### config.mk
export PLATFORM = sky130hd
export DESIGN_NAME = command_frame_deframer
export DESIGN_NICKNAME = d
export VERILOG_FILES = /design/src/design/cfd_pkg.sv /design/src/design/command_frame_deframer.sv /design/src/design/cfd_core.sv
export SDC_FILE = /design/constraint.sdc
export NUM_CORES = 1
export LEC_CHECK = 0
export BUFFER_PORTS_ARGS = -buffer_cell sky130_fd_sc_hd__buf_2
export CAP_MARGIN = 20
export CORE_MARGIN = 4
export CORE_UTILIZATION = 35
export CTS_CLUSTER_DIAMETER = 50
export DETAILED_ROUTE_END_ITERATION = 8
export GPL_ROUTABILITY_DRIVEN = 1
export PLACE_DENSITY_LB_ADDON = 0.05
export SETUP_SLACK_MARGIN = 0.02
export SLEW_MARGIN = 20
export SYNTH_ARGS = -nofsm -noshare
export SYNTH_HDL_FRONTEND = slang
export SYNTH_SLANG_ARGS = --single-unit
### constraint.sdc
create_clock -name clk_i -period 3.7 [get_ports clk_i]
set_clock_uncertainty 0.05 [all_clocks]
set_input_delay 0.74 -clock clk_i [delete_from_list [all_inputs] [get_ports clk_i]]
set_output_delay 0.74 -clock clk_i [all_outputs]
set_load 0.02 [all_outputs]
### src/design/cfd_pkg.sv
`default_nettype none

package cfd_pkg;

  // Width of the payload length and of the payload byte counter.
  localparam int unsigned LengthBits = 32;

  // Header byte positions. Position 6 is the payload phase.
  localparam logic [2:0] PosStart   = 3'd0;
  localparam logic [2:0] PosCommand = 3'd1;
  localparam logic [2:0] PosLen0    = 3'd2;
  localparam logic [2:0] PosLen1    = 3'd3;
  localparam logic [2:0] PosLen3    = 3'd5;
  localparam logic [2:0] PosPayload = 3'd6;

  // Command byte codes.
  localparam logic [7:0] CmdPush     = 8'h01;
  localparam logic [7:0] CmdPushJson = 8'h02;
  localparam logic [7:0] CmdNoop     = 8'h09;
  localparam logic [7:0] CmdFlush    = 8'h0A;
  localparam logic [7:0] CmdGet      = 8'h0B;
  localparam logic [7:0] CmdSet      = 8'h0C;

  typedef enum logic [1:0] {
    RoleHeader  = 2'd0,
    RolePayload = 2'd1,
    RoleDiscard = 2'd2
  } byte_role_e;

  typedef enum logic [2:0] {
    FrameFlush    = 3'd0,
    FrameNoop     = 3'd1,
    FrameSet      = 3'd2,
    FrameGet      = 3'd3,
    FramePush     = 3'd4,
    FramePushJson = 3'd5,
    FrameUnknown  = 3'd6
  } frame_type_e;

  typedef struct packed {
    logic [7:0] data_byte;
    logic       chunk_last;
  } cfd_in_t;

  typedef struct packed {
    logic [7:0]  byte_out;
    byte_role_e  byte_role;
    frame_type_e frame_type;
    logic        frame_end;
    logic        bad_command;
  } cfd_out_t;

  // Maps a command byte to its frame type.
  function automatic frame_type_e decode_command(logic [7:0] cmd);
    frame_type_e kind;
    unique case (cmd)
      CmdFlush:    kind = FrameFlush;
      CmdNoop:     kind = FrameNoop;
      CmdSet:      kind = FrameSet;
      CmdGet:      kind = FrameGet;
      CmdPush:     kind = FramePush;
      CmdPushJson: kind = FramePushJson;
      default:     kind = FrameUnknown;
    endcase
    return kind;
  endfunction

endpackage

`default_nettype wire

### src/design/command_frame_deframer.sv
// Each accepted byte passes the input register, the parser and the output register.
// Throughput: one byte per cycle while out_stall_i is low; the parser state updates
// in a single pass per byte. The input and output registers decouple the channels,
// so an empty input register still takes a byte while a result waits on a stalled output.
// Reset: asynchronous, active low; the parser returns to frame start, pipeline empty.
`default_nettype none

module command_frame_deframer import cfd_pkg::*; (
  input  wire logic     clk_i,
  input  wire logic     rst_ni,
  input  wire logic     in_valid_i,
  output logic          in_stall_o,
  input  wire cfd_in_t  in_data_i,
  output logic          out_valid_o,
  input  wire logic     out_stall_i,
  output cfd_out_t      out_data_o
);

  logic     in_valid_q;
  cfd_in_t  in_data_q;
  logic     out_valid_q;
  cfd_out_t out_data_q;
  cfd_out_t result;
  logic     out_ready;
  logic     in_ready;
  logic     fire;

  // Handshake between the input register, the parser and the output register.
  assign out_ready  = !out_valid_q || !out_stall_i;
  assign fire       = in_valid_q && out_ready;
  assign in_ready   = !in_valid_q || fire;
  assign in_stall_o = !in_ready;

  // Input register.
  always_ff @(posedge clk_i or negedge rst_ni) begin
    if (!rst_ni) begin
      in_valid_q <= 1'b0;
    end else if (in_ready) begin
      in_valid_q <= in_valid_i;
    end
  end

  always_ff @(posedge clk_i) begin
    if (in_valid_i && in_ready) begin
      in_data_q <= in_data_i;
    end
  end

  cfd_core u_core (
    .clk_i    (clk_i),
    .rst_ni   (rst_ni),
    .item_i   (in_data_q),
    .fire_i   (fire),
    .result_o (result)
  );

  // Output register.
  always_ff @(posedge clk_i or negedge rst_ni) begin
    if (!rst_ni) begin
      out_valid_q <= 1'b0;
    end else if (out_ready) begin
      out_valid_q <= fire;
    end
  end

  always_ff @(posedge clk_i) begin
    if (fire) begin
      out_data_q <= result;
    end
  end

  assign out_valid_o = out_valid_q;
  assign out_data_o  = out_data_q;

endmodule

`default_nettype wire

### src/design/cfd_core.sv
`default_nettype none

module cfd_core import cfd_pkg::*; (
  input  wire logic     clk_i,
  input  wire logic     rst_ni,
  input  wire cfd_in_t  item_i,
  input  wire logic     fire_i,
  output cfd_out_t      result_o
);

  logic [2:0]            pos_q, pos_d;
  frame_type_e           kind_q, kind_d;
  logic [LengthBits-1:0] len_q, len_d;
  logic [LengthBits-1:0] remaining_q, remaining_d;
  logic                  discard_q, discard_d;

  logic [LengthBits-1:0] rem_dec;
  logic [LengthBits-1:0] len_new;
  logic [31:0]           len_wide;
  logic [4:0]            lane_shift;
  logic                  header_done;
  frame_type_e           cmd_kind;

  // Parser state is committed only when a transaction moves to the output.
  always_ff @(posedge clk_i or negedge rst_ni) begin
    if (!rst_ni) begin
      pos_q       <= PosStart;
      kind_q      <= FrameFlush;
      len_q       <= '0;
      remaining_q <= '0;
      discard_q   <= 1'b0;
    end else if (fire_i) begin
      pos_q       <= pos_d;
      kind_q      <= kind_d;
      len_q       <= len_d;
      remaining_q <= remaining_d;
      discard_q   <= discard_d;
    end
  end

  // Length byte merge: set/get shift in big-endian 16 bits, push and push
  // JSON fill little-endian byte lanes.
  always_comb begin
    lane_shift = {pos_q[1:0] - PosLen0[1:0], 3'b000};
    len_wide   = 32'(len_q) | (32'(item_i.data_byte) << lane_shift);
    if (kind_q == FrameSet || kind_q == FrameGet) begin
      len_new     = LengthBits'({len_q[7:0], item_i.data_byte});
      header_done = (pos_q == PosLen1);
    end else begin
      len_new     = len_wide[LengthBits-1:0];
      header_done = (pos_q == PosLen3);
    end
  end

  assign rem_dec  = remaining_q - LengthBits'(1);
  assign cmd_kind = decode_command(item_i.data_byte);

  // Next state and result for the byte in the input register.
  always_comb begin
    pos_d       = pos_q;
    kind_d      = kind_q;
    len_d       = len_q;
    remaining_d = remaining_q;
    discard_d   = discard_q;

    result_o.byte_out    = item_i.data_byte;
    result_o.byte_role   = RoleHeader;
    result_o.frame_type  = FrameUnknown;
    result_o.frame_end   = 1'b0;
    result_o.bad_command = 1'b0;

    if (discard_q) begin
      result_o.byte_role = RoleDiscard;
      if (item_i.chunk_last) begin
        discard_d = 1'b0;
        pos_d     = PosStart;
      end
    end else if (pos_q == PosPayload) begin
      result_o.byte_role  = RolePayload;
      result_o.frame_type = kind_q;
      remaining_d         = rem_dec;
      if (rem_dec == '0) begin
        result_o.frame_end = 1'b1;
        pos_d              = PosStart;
      end
    end else if (pos_q == PosCommand) begin
      len_d = '0;
      if (cmd_kind == FrameUnknown) begin
        result_o.byte_role   = RoleDiscard;
        result_o.bad_command = 1'b1;
        pos_d                = PosStart;
        discard_d            = !item_i.chunk_last;
      end else begin
        kind_d              = cmd_kind;
        result_o.frame_type = cmd_kind;
        if (cmd_kind == FrameFlush || cmd_kind == FrameNoop) begin
          result_o.frame_end = 1'b1;
          pos_d              = PosStart;
        end else begin
          pos_d = PosLen0;
        end
      end
    end else if (pos_q >= PosLen0 && pos_q <= PosLen3) begin
      result_o.frame_type = kind_q;
      len_d               = len_new;
      if (header_done) begin
        if (len_new == '0) begin
          result_o.frame_end = 1'b1;
          pos_d              = PosStart;
        end else begin
          remaining_d = len_new;
          pos_d       = PosPayload;
        end
      end else begin
        pos_d = pos_q + 3'd1;
      end
    end else begin
      // Frame start, including the unused position seven.
      pos_d = PosCommand;
    end
  end

endmodule

`default_nettype wire

# == Yosys cells after proc, flatten, opt, wreduce, memory -nomap -nowiden ==
# Cells that the tools add are included.
# word_totals
ff_bits,97
latch_bits,0
ramBits,0
mem_bits_ro,0
out_inout_bits,17
wordCells,102
n_memories,0
# classes
add_sub_neg,3
mul,0
n_div,0
order_cmp,2
eq_ne,18
shift,1
muxes,36
bitwise_logic,5
reduce_logical,23
# ops
op,count
32-bit 2-to-1 mux,8
32-bit zero test,2
"8-bit by 4-bit == test with 1-bit output, second input constant",4
32-bit bitwise OR,1
8-bit by 5-bit left shift with 32-bit output,1
"32-bit by 1-bit subtractor with 32-bit output, second input constant",1
3-bit 2-to-1 mux,8
3-bit one-hot mux with 6 select lines,1
4-bit 2-to-1 mux,3
1-bit 2-to-1 mux,11
"3-bit by 2-bit == test with 1-bit output, second input constant",3
"3-bit == test, second input constant",3
"8-bit by 1-bit == test with 1-bit output, second input constant",1
"8-bit by 2-bit == test with 1-bit output, second input constant",1
2-bit 2-to-1 mux,4
"3-bit by 1-bit == test with 1-bit output, second input constant",2
6-bit 2-to-1 mux,1
6-bit AND reduction,1
2-bit nonzero test,3
1-bit zero test,5
5-bit AND reduction,1
1-bit logical OR,4
"2-bit by 1-bit != test with 1-bit output, second input constant",2
1-bit inverter,4
other kinds (11),13

# == Logic depth before layout (Yosys ltp) ==
# Gate-level depths: netlist of run 1.
# depth
ltp_word,11
depth_mapped,12
mapped_depth_nobuf,10

# == Hierarchy ==
# A second synthesis of run 1 with hierarchy kept.
# hier_totals
hier_cells,610
hier_area_um2,5581.6
# by_module_without_submodules
mod,n_inst,cells_per_inst,area_per_inst_um2
cfd_core,1,578,4768.3
command_frame_deframer,1,32,813.3

# == Worst setup path before layout of run 1 ==
# No wires, ideal clock.
# synth_path
kind,input to register
startpoint,input port out_stall_i
endpoint,register u_core.remaining_q[5]
arrival_time_ps,2897
required_ps,3524
setup_slack_ps,627
path_stages,8
path_buffers,3
cell_sequence,a21boi_2 -> nor2b_1 -> clkbuf_1 -> and2_1 -> clkbuf_1 -> clkbuf_1 -> o21ai_1 -> a221o_1
# synth_between
elab_chain_cells,4
# synth_rtl
element,line_no,source
from (decl),command_frame_deframer.sv:15,"input wire logic out_stall_i,"
1-bit zero test,command_frame_deframer.sv:29,assign out_ready = !out_valid_q || !out_stall_i;
1-bit logical OR,command_frame_deframer.sv:29,
1-bit logical AND,command_frame_deframer.sv:30,assign fire = in_valid_q && out_ready;
6-bit AND reduction (no source line),-,
to (signal assigned),cfd_core.sv:36,remaining_q <= remaining_d;
to (decl),cfd_core.sv:14,"logic [LengthBits-1:0] remaining_q, remaining_d;"
# No other way between the ends.
# A chain may end at the register's enable or synchronous reset.

# == Worst setup path in the final report of run 1 ==
# layout_path
startpoint,register in_data_q[6] (netlist bit)
endpoint,register u_core.remaining_q[15]
# layout_between
elab_chain_cells,6
# layout_rtl
element,line_no,source
from (decl),command_frame_deframer.sv:20,cfd_in_t in_data_q;
from (signal assigned),command_frame_deframer.sv:45,in_data_q <= in_data_i;
8-bit by 5-bit left shift with 32-bit output,cfd_core.sv:45,len_wide = 32'(len_q) | (32'(item_i.data_byte) << lane_shift);
32-bit bitwise OR,cfd_core.sv:45,
32-bit 2-to-1 mux (*),cfd_core.sv:46,if (kind_q == FrameSet || kind_q == FrameGet) begin
32-bit zero test (*),cfd_core.sv:107,if (len_new == '0) begin
2-bit by 1-bit != test with 1-bit output (no source line) (*),-,
6-bit AND reduction (no source line) (*),-,
# Every way passes the cells marked *; elsewhere a longest branch is shown, timed or not.

==> results of run 1 <==
==> worst max-delay path: cells and delay by family, from the launching register on <==
| kind | cells | cell delay, ns |
|---|---|---|
| AND/OR/NAND/NOR | 4 | 1.59 |
| AO/OA/AOI/OAI | 3 | 0.80 |
| flip-flops | 1 | 0.56 |
| buffers and inverters | 1 | 0.19 |
==> cell type report <==
type,instances,area [um^2]
clock buffer,10,229.0
clock inverter,6,65.06
fill,1648,9543
inverter,10,37.54
multi-input combinational,479,2952
sequential,97,2550
tap,216,270.3
timing repair buffer,56,354.1
==> flip-flops by register name (all words and copies together) (netlist names) <==
signal / count
in_data_q: 9
in_valid_q: 1
out_data_o: 15
out_valid_o: 1
u_core.discard_q: 1
u_core.kind_q: 3
u_core.len_q: 32
u_core.pos_q: 3
u_core.remaining_q: 32
==> power by group through the flow <==
stage / clock, mW / sequential, mW / combinational, mW
floorplan: 0 / 1.70 / 1.58
global placement: 0 / 1.94 / 2.09
detailed placement: 0 / 1.94 / 2.07
CTS: 0.996 / 1.92 / 2.08
global route: 1.03 / 2.00 / 2.32
finish: 0.968 / 1.95 / 2.11
==> routing by layer <==
metal  vias up  global-route usage (%)
met5         -                       0
met4         0                   9.854
met3        32                   3.035
met2       199                   28.12
met1      2484                   31.37
li1       2400                       -
==> cells in the final DEF, fill, tap and decap left out, types with 9 or more instances in the layout <==
cell	Yosys	final
dfrtp_1	73	71
nand2_1	64	64
o21ai_0	61	61
nor2_1	53	53
buf_2	12	28
nand3_1	27	27
a21oi_1	27	27
buf_4	0	27
edfxtp_1	24	24
a221oi_1	16	16
nor3_1	16	16
nand4_1	13	13
a31oi_1	12	12
mux2i_1	12	12
inv_1	10	10
and2_1	10	10
nand2b_1	9	9
clkbuf_16	0	9
==> cells by family (layout without fill, tap and decap cells) <==
| family | count (synthesis) | after routing | synth area share [%] |
|---|---|---|---|
| simple gates | 262 | 262 | 24.43 |
| compound gates | 184 | 184 | 21.16 |
| flops | 97 | 97 | 44.38 |
| buf+inv | 56 | 82 | 4.207 |
| mux | 15 | 15 | 2.681 |
| xor+xnor | 12 | 12 | 1.831 |
| fa+ha+maj | 6 | 6 | 1.308 |
==> per-stage QoR <==
step                hold WS, ns  cell area, um^2  util (%)  power [mW]  setup WS [ns]
detailed placement       0.4151             6157     38.48       4.011         0.2201
global placement         0.4067             6157     38.48       4.023         0.3088
floorplan                0.3610             5741         -       3.284         0.6268
finish                   0.3579             6457     40.36       5.019         0.3894
CTS                      0.4209             6451     40.32       5.002         0.1895
global route             0.4080             6457     40.36       5.351         0.1339
==> worst paths after layout <==
| kind | from | end | depth (start not counted) |
|---|---|---|---|
| worst max-delay path | in_data_q[6] | u_core.remaining_q[15] | 8 |
| worst min-delay path | rst_ni | u_core.discard_q | 1 |
| worst max register to register | in_data_q[6] | u_core.remaining_q[15] | 8 |
| worst min register to register | in_data_q[0] | u_core.discard_q | 1 |
| max in group asynchronous | rst_ni | u_core.pos_q[1] | 1 |
| min in group clk_i | in_data_q[0] | u_core.discard_q | 1 |
==> timing repair <==
item                       CTS  global route
resized for setup            0             2
hold buffers                 0             0
setup endpoints to repair    0            19
==> results.txt, run 1 <==
The flow ran to the end, and the final reports show no timing, DRC or antenna violations. The worst IR drop on VDD is 263.2 uV. Summed over all nets, the switching power comes to 2.236 mW. The synthesized netlist cell count is 632. After clock tree synthesis, the clock-pin slew on the worst setup and hold paths is 0.08 ns. The cell area after synthesis is 5741 um^2. The async set or reset register ratio after synthesis came out at 75.26%. The largest total area in the synthesized netlist belongs to dfrtp_1. The total met2 wirelength after detailed routing is 7.637 mm. The leakage power is 2.660 nW. From left edge to right edge, the die measures 136.1 um.

For the worst setup path, the data required time is 3.89 ns. The worst-case headroom to the max-slew limit came out at 30.42%. Setup repair after global routing left no endpoint under its margin. Along the worst path, the maximum fanout reaches 15.

The clock buffer count from CTS is 9. The transition time of the tightest slew-check pin came out at 1.042 ns. The post-detailed-route count of antenna-violating nets is 0. The non-filler instance count after layout came out at 874.

The max-slew violation count is 0. The number of hold violations in the final report came out at 0. Ranked by total cell area, the synthesized netlist is headed by dfrtp_1 32%, edfxtp_1 13%, o21ai_0 5.3%. The number of setup buffers added after CTS is 0. STA classifies the critical path startpoint as a flip-flop. Among all cell types in the netlist, the one instantiated most often is dfrtp_1.

The die covers 18520 um^2. The number of nets in the layout is 672. The clock tree synthesis step divided the H-tree into 3 levels. For this run, the leading register cell type out of synthesis is dfrtp_1. The post-DP HPWL is 13.14 mm. The largest individual stage delay along the critical path comes from the cell or4_1. In this run, distinct cell masters in the synthesized netlist total 72.

On the worst path, the slowest cell contributes a delay of 0.59 ns. The post-route netlist has 13.83% of its cells at a drive strength greater than 1. The clock sink total came out at 97.

Setup slack on the worst reg-to-reg path comes out at 0.39 ns. The post-synthesis sequential element count came out at 97. STA classifies the critical path endpoint as a flip-flop.

The count of port buffers added during placement is 29. The post-synthesis net count came out at 651. The vertical die dimension came out at 136.1 um. The internal power consumption came out at 2.783 mW. The min-delay analysis places its worst path in the category in2async. The instance count after placement with tap cells included is 858. The area of the core came out at 16000 um^2. The detailed-routing wirelength on met1 came out at 9.002 mm. For this configuration, the core starts out at a cell density of 35.88%. 0 antenna diodes ended up in the layout.

The total via count after detailed routing came out at 5115. The total length of routed met3 wires came out at 1.061 mm. The initial antenna violation count came out at 0.

The layout overhead on the synthesized area is 12.49%. The latest clock arrival within the worst-skew pair came out at 0.36 ns. The maximum number of pins on one net before global-route repair is 74. The remaining design rule violation count came out at 0. The total detailed-routing wirelength came out at 18.37 mm. In this run the core area contains 46 standard-cell rows. The last weighted congestion value of the routability-driven placer came out at 0.9038. The first-pass GRT wire length is 28.90 mm. The number of global-route vias before repair came out at 4753.

The power density over the cells came out at 777.2 nW/um^2. The combinational share of power came out at 42.0%. After synthesis, the most frequently instantiated cells are 73 x dfrtp_1, 64 x nand2_1, 61 x o21ai_0.

The post-synthesis area per instance is 9.083 um^2. The highest clock rate came out at 302.1 MHz. In this run the count of I/O pins placed on the die edge is 30. Per report_power, the sequential group accounts for 38.8% of the total. The arrival time at the worst endpoint came out at 3.50 ns. Walking the worst path, the cells encountered are or4_1 > o21ai_0 > nand4_1 > nor4b_1 > a21oi_1 > and3_1 > buf_4 > a221oi_1. The number of max-cap violations came out at 0. The number of vias per cell after detailed routing came out at 5.852.

The count of flip-flops with a built-in enable after synthesis is 24. For this run, the number of Yosys warnings is 0. In this run the deepest clock path goes through 2 buffers.

The count of TritonRoute iterations in the first routing pass came out at 6. The total track usage is 20.56%. The minimum clock period after layout is 3.311 ns. The sum of overflow across all layers after global routing is 0. The part of the cycle the worst path needs came out at 89.48%. The sequential fraction of the synthesis area is 44.38%.

The buffer type at the clock tree root is clkbuf_16. Setup violations remaining at the end of the flow were counted as 0. The accumulated negative setup slack came out at 0 ns. The share of total power consumed by net switching is 44.56%.

Routed signal wires occupy layers up through met4. After the first detailed-routing iteration, the DRC count stood at 652. By startpoint and endpoint, the worst setup path is classified as reg2reg. The clock tree from TritonCTS is built. After detailed routing, the average wire length per cell comes to 21.02 um. The clock network accounts for 19.3% of the total power. The top-area cell type share of the netlist area came out at 31.82%.
Note: power is estimated with default switching activity, not from simulation.
==> run 2, diff against run 1 <==
SYNTH_HIERARCHICAL = 1   (was not set)
==> results.txt, run 2 <==
Power spread over the standard cell area amounts to 475.1 nW/um^2. The worst hold slack after final layout came out at 0.3571 ns. The worst register-to-register path has a setup slack of 0.28 ns. The average routed wire per standard cell is 21.40 um. By area the synthesized netlist is led by dfrtp_1 33%, edfxtp_1 13%, o21ai_0 4.8%. Measured along the x axis, the die boundary spans 134.3 um.

The utilization of the core after routing is 40.77%. The number of antenna diodes came out at 0. The initial detailed-routing violation count is 602.

The most numerous cell type found on the critical path is nand4_1. For the final routed database, the setup TNS stands at 0 ns. The slowest stage of the critical path is the nor4_2 cell.

The clock-pin slew on the worst setup and hold paths came out at 0.08 ns. The kind of cell adding the most delay to the critical path is simple AND/OR/NAND/NOR gates. Once the clock tree was built, the setup fixing pass inserted 0 buffers. The number of I/O pins is 30.

In the synthesized netlist the dominant register cell turns out to be dfrtp_1. The worst register-to-register path ends at u_core/pos_q[1]. The switching power total came out at 1.040 mW.

The buffering stage count on the worst path with inverters included is 1. The HPWL after detailed placement is 12.92 mm. In this run the biggest area consumer among cell types represents 32.73% of the synthesized area.

The fraction of layout cells with a size suffix above 1 came out at 14.47%. The leakage power came out at 2.569 nW. The maximum count of clock buffers along a single path came out at 2.

The proportion of power drawn by the clock network came out at 34.0%. CTS built an H-tree with a depth of 3. The post-detailed-route count of antenna-violating nets came out at 0. The minimum clock period after layout came out at 3.416 ns.

In the routed layout, each cell is associated on average with a via count of 5.849. The share of total power dissipated in sequential elements is 41.6%. The mapped netlist covers 5582 um^2. The post-synthesis area per instance is 9.150 um^2. In the final design database the tool counted 650 nets.

Of the synthesized area, sequential elements account for 45.64%. The total detailed-routing wirelength is 18.13 mm. The final route contains 4954 vias. The worst slack at placement came out at 0.06743 ns. The run finished with clean final reports.

Derived from the worst setup path, the maximum achievable clock frequency is 292.7 MHz. The count of instances resized after the clock tree is built is 0. Compared with the post-synthesis result, the final layout area differs by 12.69%. Yosys mapped the design onto 69 distinct sky130hd cell types. In this run the critical register-to-register path is launched from u_core/remaining_q[0]. VDD sags by at most 217.4 uV.

The first global-routing pass estimated 28.08 mm of wire. The nature of the critical path endpoint is a flip-flop. The starting density of the core is 36.18%. The initial antenna violation count came out at 0.

The region available for standard cell placement spans 15430 um^2. The worst-case headroom to the max-slew limit is 42.30%. The number of nets handed over by synthesis was 629. Yosys instantiated no cell more often than dfrtp_1. The max-slew violation count is 0. The internal power consumption came out at 1.948 mW. The sum of overflow across all layers after global routing came out at 0. The share of total power consumed by net switching came out at 34.80%.

The async set or reset register ratio after synthesis is 75.26%. After synthesis, the most frequently instantiated cells are 73 x dfrtp_1, 56 x nand2_1, 54 x o21ai_0. The number of clock buffers added by TritonCTS is 9.

The min-delay analysis places its worst path in the category in2async. The most common cell after layout, fill and taps aside is dfrtp_1. The count of TritonRoute iterations in the first routing pass came out at 6. The die covers 18030 um^2. The worst setup path is launched from a flip-flop. The total number of yosys warnings is 6. The latest clock arrival within the worst-skew pair came out at 0.36 ns. dfrtp_1 takes more of the synthesized area than any other cell. The number of max-cap violations is 0.

The number of cells on the worst reg-to-reg path is 9. Setup repair after global routing left no endpoint under its margin. The number of hold violations in the final report came out at 0. The post-route total power came out at 2.988 mW. The critical path is of the reg2reg type. Leaving out fill and tap cells, the most frequent cells in the layout are 73 x dfrtp_1, 56 x nand2_1, 52 x o21ai_0, 49 x nor2_1, 34 x nor3_1.

The clock sink total came out at 97. The buffer type at the clock tree root is clkbuf_16. Data on the critical path arrives at its endpoint at 3.61 ns. TritonCTS built the clock tree. The maximum number of pins on one net before global-route repair came out at 74.

The number of setup violations in the final report came out at 0. The required time of the critical path came out at 3.89 ns. In the routed design, unresolved DRC markers number 0.

Across every metal layer, demand over resource in global routing totals 20.40%. The post-synthesis sequential element count is 97. Yosys mapped a number of flops with a built-in enable equal to 24.

The number of global-route vias before repair came out at 4665. From bottom edge to top edge, the die measures 134.3 um. Input and output buffers added on the ports amount to 29. Buffers inserted to repair hold after CTS numbered 0. The transition time of the tightest slew-check pin came out at 0.8575 ns. The delay of the slowest cell on the worst path is 0.54 ns. The final setup slack of the worst path is 0.2839 ns.

Combinational cells account for 24.4% of the total power. The peak fanout along the critical path came out at 7. The part of the cycle the worst path needs is 92.33%. Synthesis produced 610 cells. The initialized floorplan defines 45 standard-cell rows. The critical path goes through inv_1 > ha_1 > nor3b_2 > nand4_1 > o21ai_0 > nand4_1 > nor4_2 > o311ai_1 > a221o_1. The last weighted congestion value of the routability-driven placer came out at 0.8874.
==> run 2: cell types whose count changed after synthesis, moves of 6 or more <==
cell / before / now
nor3_1: 16 / 34
a221oi_1: 16 / 0
inv_1: 10 / 22
a222oi_1: 1 / 12
a22o_1: 3 / 12
buf_4: 0 / 9
nand3_1: 27 / 18
buf_2: 12 / 4
nand2_1: 64 / 56
nor3b_1: 8 / 1
o21ai_0: 61 / 54
o22ai_1: 1 / 7
xnor2_1: 7 / 1
==> run 2: area by class of cell <==
| class | count | area (um^2) |
|---|---|---|
| clock buffer | 9 | 225.2 |
| clock inverter | 7 | 90.09 |
| fill | 1556 | 9138 |
| inverter | 22 | 82.58 |
| multi-input combinational | 440 | 2689 |
| sequential | 97 | 2547 |
| tap | 211 | 264.0 |
| timing repair buffer | 61 | 391.6 |
==> run 2: worst max path at each step <==
stage | start | endpoint | slack (ns) | cells after the start
finish | u_core/remaining_q[0] | u_core/pos_q[1] | 0.28 | 9
floorplan | out_stall_i | u_core/len_q[21] | 0.09 | 8
global route | u_core/pos_q[0] | u_core/remaining_q[21] | 0.05 | 7
CTS | u_core/remaining_q[0] | u_core/pos_q[1] | 0.06 | 9
detailed placement | u_core/remaining_q[0] | u_core/pos_q[1] | 0.07 | 9
global placement | u_core/remaining_q[0] | u_core/pos_q[1] | 0.02 | 9
==> run 2: metrics by stage <==
step | std cells | instance area (um^2)
CTS | 847 | 6280
floorplan | 610 | 5582
global route | 847 | 6290
finish | 847 | 6290
detailed placement | 831 | 5964
global placement | 831 | 5964
==> run 2: cells by family after synthesis <==
kind of cell,share of synthesized area [%]
buffers and inverters,6.433
multiplexers,2.018
XOR/XNOR,0.6278
AND/OR/NAND/NOR,21.16
AO/OA/AOI/OAI,22.78
flip-flops,45.64
adder cells (fa/ha/maj),1.345
==> run 2: power by group through the flow <==
stage,Combinational (mW),Clock (mW),Sequential (mW)
floorplan,0.497,0,1.23
global placement,0.726,0,1.26
detailed placement,0.721,0,1.27
CTS,0.726,1.04,1.24
global route,0.786,1.08,1.26
finish,0.729,1.01,1.24
==> run 2: routing by layer <==
metal,wire length (um),vias to the layer above,GRT usage [%],part of all wire [%]
met3,1055,29,2.888,5.8
met1,8626,2416,30.24,48
met4,537,0,8.088,3.0
li1,-,2322,-,-
met5,0,-,0,0
met2,7907,187,29.92,44
==> run 3, diff against run 2 <==
CTS_CLUSTER_DIAMETER = 60   (was 50)
GPL_TIMING_DRIVEN = 0   (was not set)
clock period = 2.9 ns   (was 3.7 ns; I/O delays follow)
==> results.txt, run 3 (synthesized netlist as in run 2, its figures left out) <==
The run finished, with violations left. The final reports fail on negative setup slack. The worst slack at placement came out at -1.238 ns. In the final layout, the share of cells above drive strength 1 is 28.87%.

The number of hold violations in the final report came to 0. The number of cell rows is 45. For this run the aggregate overflow at the end of global routing stands at 0.

Global routing consumed, over all layers together, 23.24% of the routing resources. The placed instance area came out at 6017 um^2. The final setup slack of the worst path is -0.06462 ns. The layout overhead on the synthesized area is 32.37%. Setup repair after global routing could not meet its margin everywhere. The number of max-cap violations is 0. The total detailed-routing wirelength came out at 20.49 mm. The met2 demand-to-capacity share in global routing is 33.27%. The initial antenna violation count came to 0. The clock tree from TritonCTS is built. At the worst endpoint, the required time is 3.09 ns.

The count of port buffers added during placement came out at 29. The later pin in the worst-skew pair is clocked with a latency of 0.36 ns. The first global-routing pass estimated 32.05 mm of wire.

Dividing the detail-routed wire length by the instance count gives 22.25 um. In this run the number of H-tree levels came out at 3. Entering global routing, the biggest net connects 39 pins.

The clock-pin slew on the worst setup and hold paths is 0.08 ns. The layer flagged by global routing as most heavily used is met1. Measured along the y axis, the die boundary spans 134.3 um. The worst IR drop on VDD is 293.9 uV. The maximum count of clock buffers along a single path came out at 2. The buffer type at the clock tree root is clkbuf_16.

The peak fanout along the critical path came out at 10. Counting both buffers and inverters, the worst setup path holds a total of 3. The global-route met3 utilization came out at 5.101%. Summing all multi-input logic gate instances after layout gives 3123 um^2. Leaving out fill and tap cells, the most frequent cells in the layout are 69 x dfrtp_1, 57 x buf_4, 55 x nand2_1, 47 x o21ai_0, 45 x nor2_1.

Power spread over the standard cell area amounts to 597.3 nW/um^2. In this run the worst hold path is classified as in2async. In the global route stage, met1 resource usage came out at 33.65%. The most common cell after layout, fill and taps aside is dfrtp_1.

The delay of the slowest cell on the worst path is 0.50 ns. In this run the horizontal extent of the chip is 134.3 um. For the worst setup path, the data arrival time is 3.15 ns.

The number of global-route vias before repair came out at 5319. The post-route total power is 4.413 mW. The flip-flop and latch area is 2552 um^2. The first detailed-routing pass took 5 iterations.

The count of cells along the worst register-to-register path is 10. The routed design could run at a clock period as short as 2.965 ns. The number of I/O pins is 30. The detail route stage leaves a number of antenna-violating nets equal to 0.

Hold is met by 0.1419 ns. Routability-driven placement finished with a final weighted congestion of 0.8846. STA classifies the critical path endpoint as a flip-flop. The slowest cell on the critical path is or4_4. Grouping stages by cell kind, the critical path spends the most delay in compound AO/OA/AOI/OAI gates. The worst setup path is launched from a flip-flop. After detailed routing, the number of remaining DRC violations is 0. The worst register-to-register path ends at u_core/remaining_q[22]. For this design the static power due to leakage is 2.983 nW. The worst setup slack for register-to-register paths came out at -0.06 ns. The clock buffer count from CTS came out at 9.

The worst pin sits at a relative slew slack of 41.57%. After filler insertion, the fill cell instance count of the layout stands at 1538. The overall die area is 18030 um^2. The total via count after detailed routing came out at 5504. The clock sink total is 97.

Traced cell by cell, the critical path runs through buf_6 > buf_8 > a31o_1 > mux2i_2 > nand2_1 > or4_4 > o31a_1 > and2_4 > buf_12 > o32a_1. The starting density of the core is 36.18%. The transition time of the tightest slew-check pin is 0.8684 ns. The max-slew violation count came to 0. After routing the design area is 7388 um^2. The critical setup path kind is reg2reg. 0 antenna diodes ended up in the layout. After the first detailed-routing iteration, the DRC count stood at 633. The highest clock rate came out at 337.3 MHz. The number of nets in the layout came out at 724.

Dividing the final minimum period by the clock period gives 102.2%. Using the TritonRoute via totals, the vias-per-cell ratio works out to 5.976. The worst flop-to-flop path startpoint is u_core/pos_q[1]. The post-DP HPWL came out at 14.03 mm.

The number of setup violations in the final report is 12. The area of the core is 15430 um^2.
## run 3: changes by cell type in the layout (fill, tap and decap cells not counted), sizes merged
cell	before	now
inv	27	25
o21a	3	4
buf	61	106
clkinvlp	0	1
clkbuf	9	37
clkinv	1	2
## run 3: metal layers
layer  routed length (um)  vias to the layer above
met3                 1832                       37
met1                 9119                     2729
met2                 8920                      248
met5                    0                        -
li1                     -                     2490
met4                  616                        0
## run 3: worst max path at each step
stage                          startpoint                     end  slack (ns)  depth (start not counted)
detailed placement            out_stall_i        u_core/len_q[17]       -1.24                          9
CTS                 u_core/remaining_q[3]         u_core/pos_q[1]       -0.03                          8
global placement              out_stall_i        u_core/len_q[25]       -1.16                          9
finish                    u_core/pos_q[1]  u_core/remaining_q[22]       -0.06                         10
floorplan                 u_core/pos_q[0]  u_core/remaining_q[23]        0.21                         10
global route             u_core/kind_q[2]  u_core/remaining_q[21]       -0.16                          9
## run 3: power by group
part	internal, mW	switching, mW
Sequential	1.48	0.0584
Clock	0.698	0.618
Combinational	0.665	0.897
## run 3: cell type report
class | instances | share of cell area (%)
buffer | 47 | 4.776
inverter | 22 | 1.169
timing repair buffer | 87 | 9.331
tap | 211 | 3.573
clock inverter | 7 | 1.287
multi-input combinational | 441 | 42.27
clock buffer | 9 | 3.048
sequential | 97 | 34.55
## run 3: through the flow
stage / std cells / util, % / TNS, ns
after detailed placement: 851 / 39.00 / -61.27
after floorplan: 610 / - / 0
after CTS: 898 / 44.84 / -0.04440
final: 921 / 47.89 / -0.3318
after global routing: 921 / 47.89 / -2.090
after global placement: 850 / 38.86 / -55.57
## run 3: what timing repair did
item                       CTS  global route
setup endpoints to repair   71            61
cloned                       3             1
hold buffers                 0             0
buffers inserted            31            24
gates resized for setup     79            56
pin swaps                   17            27
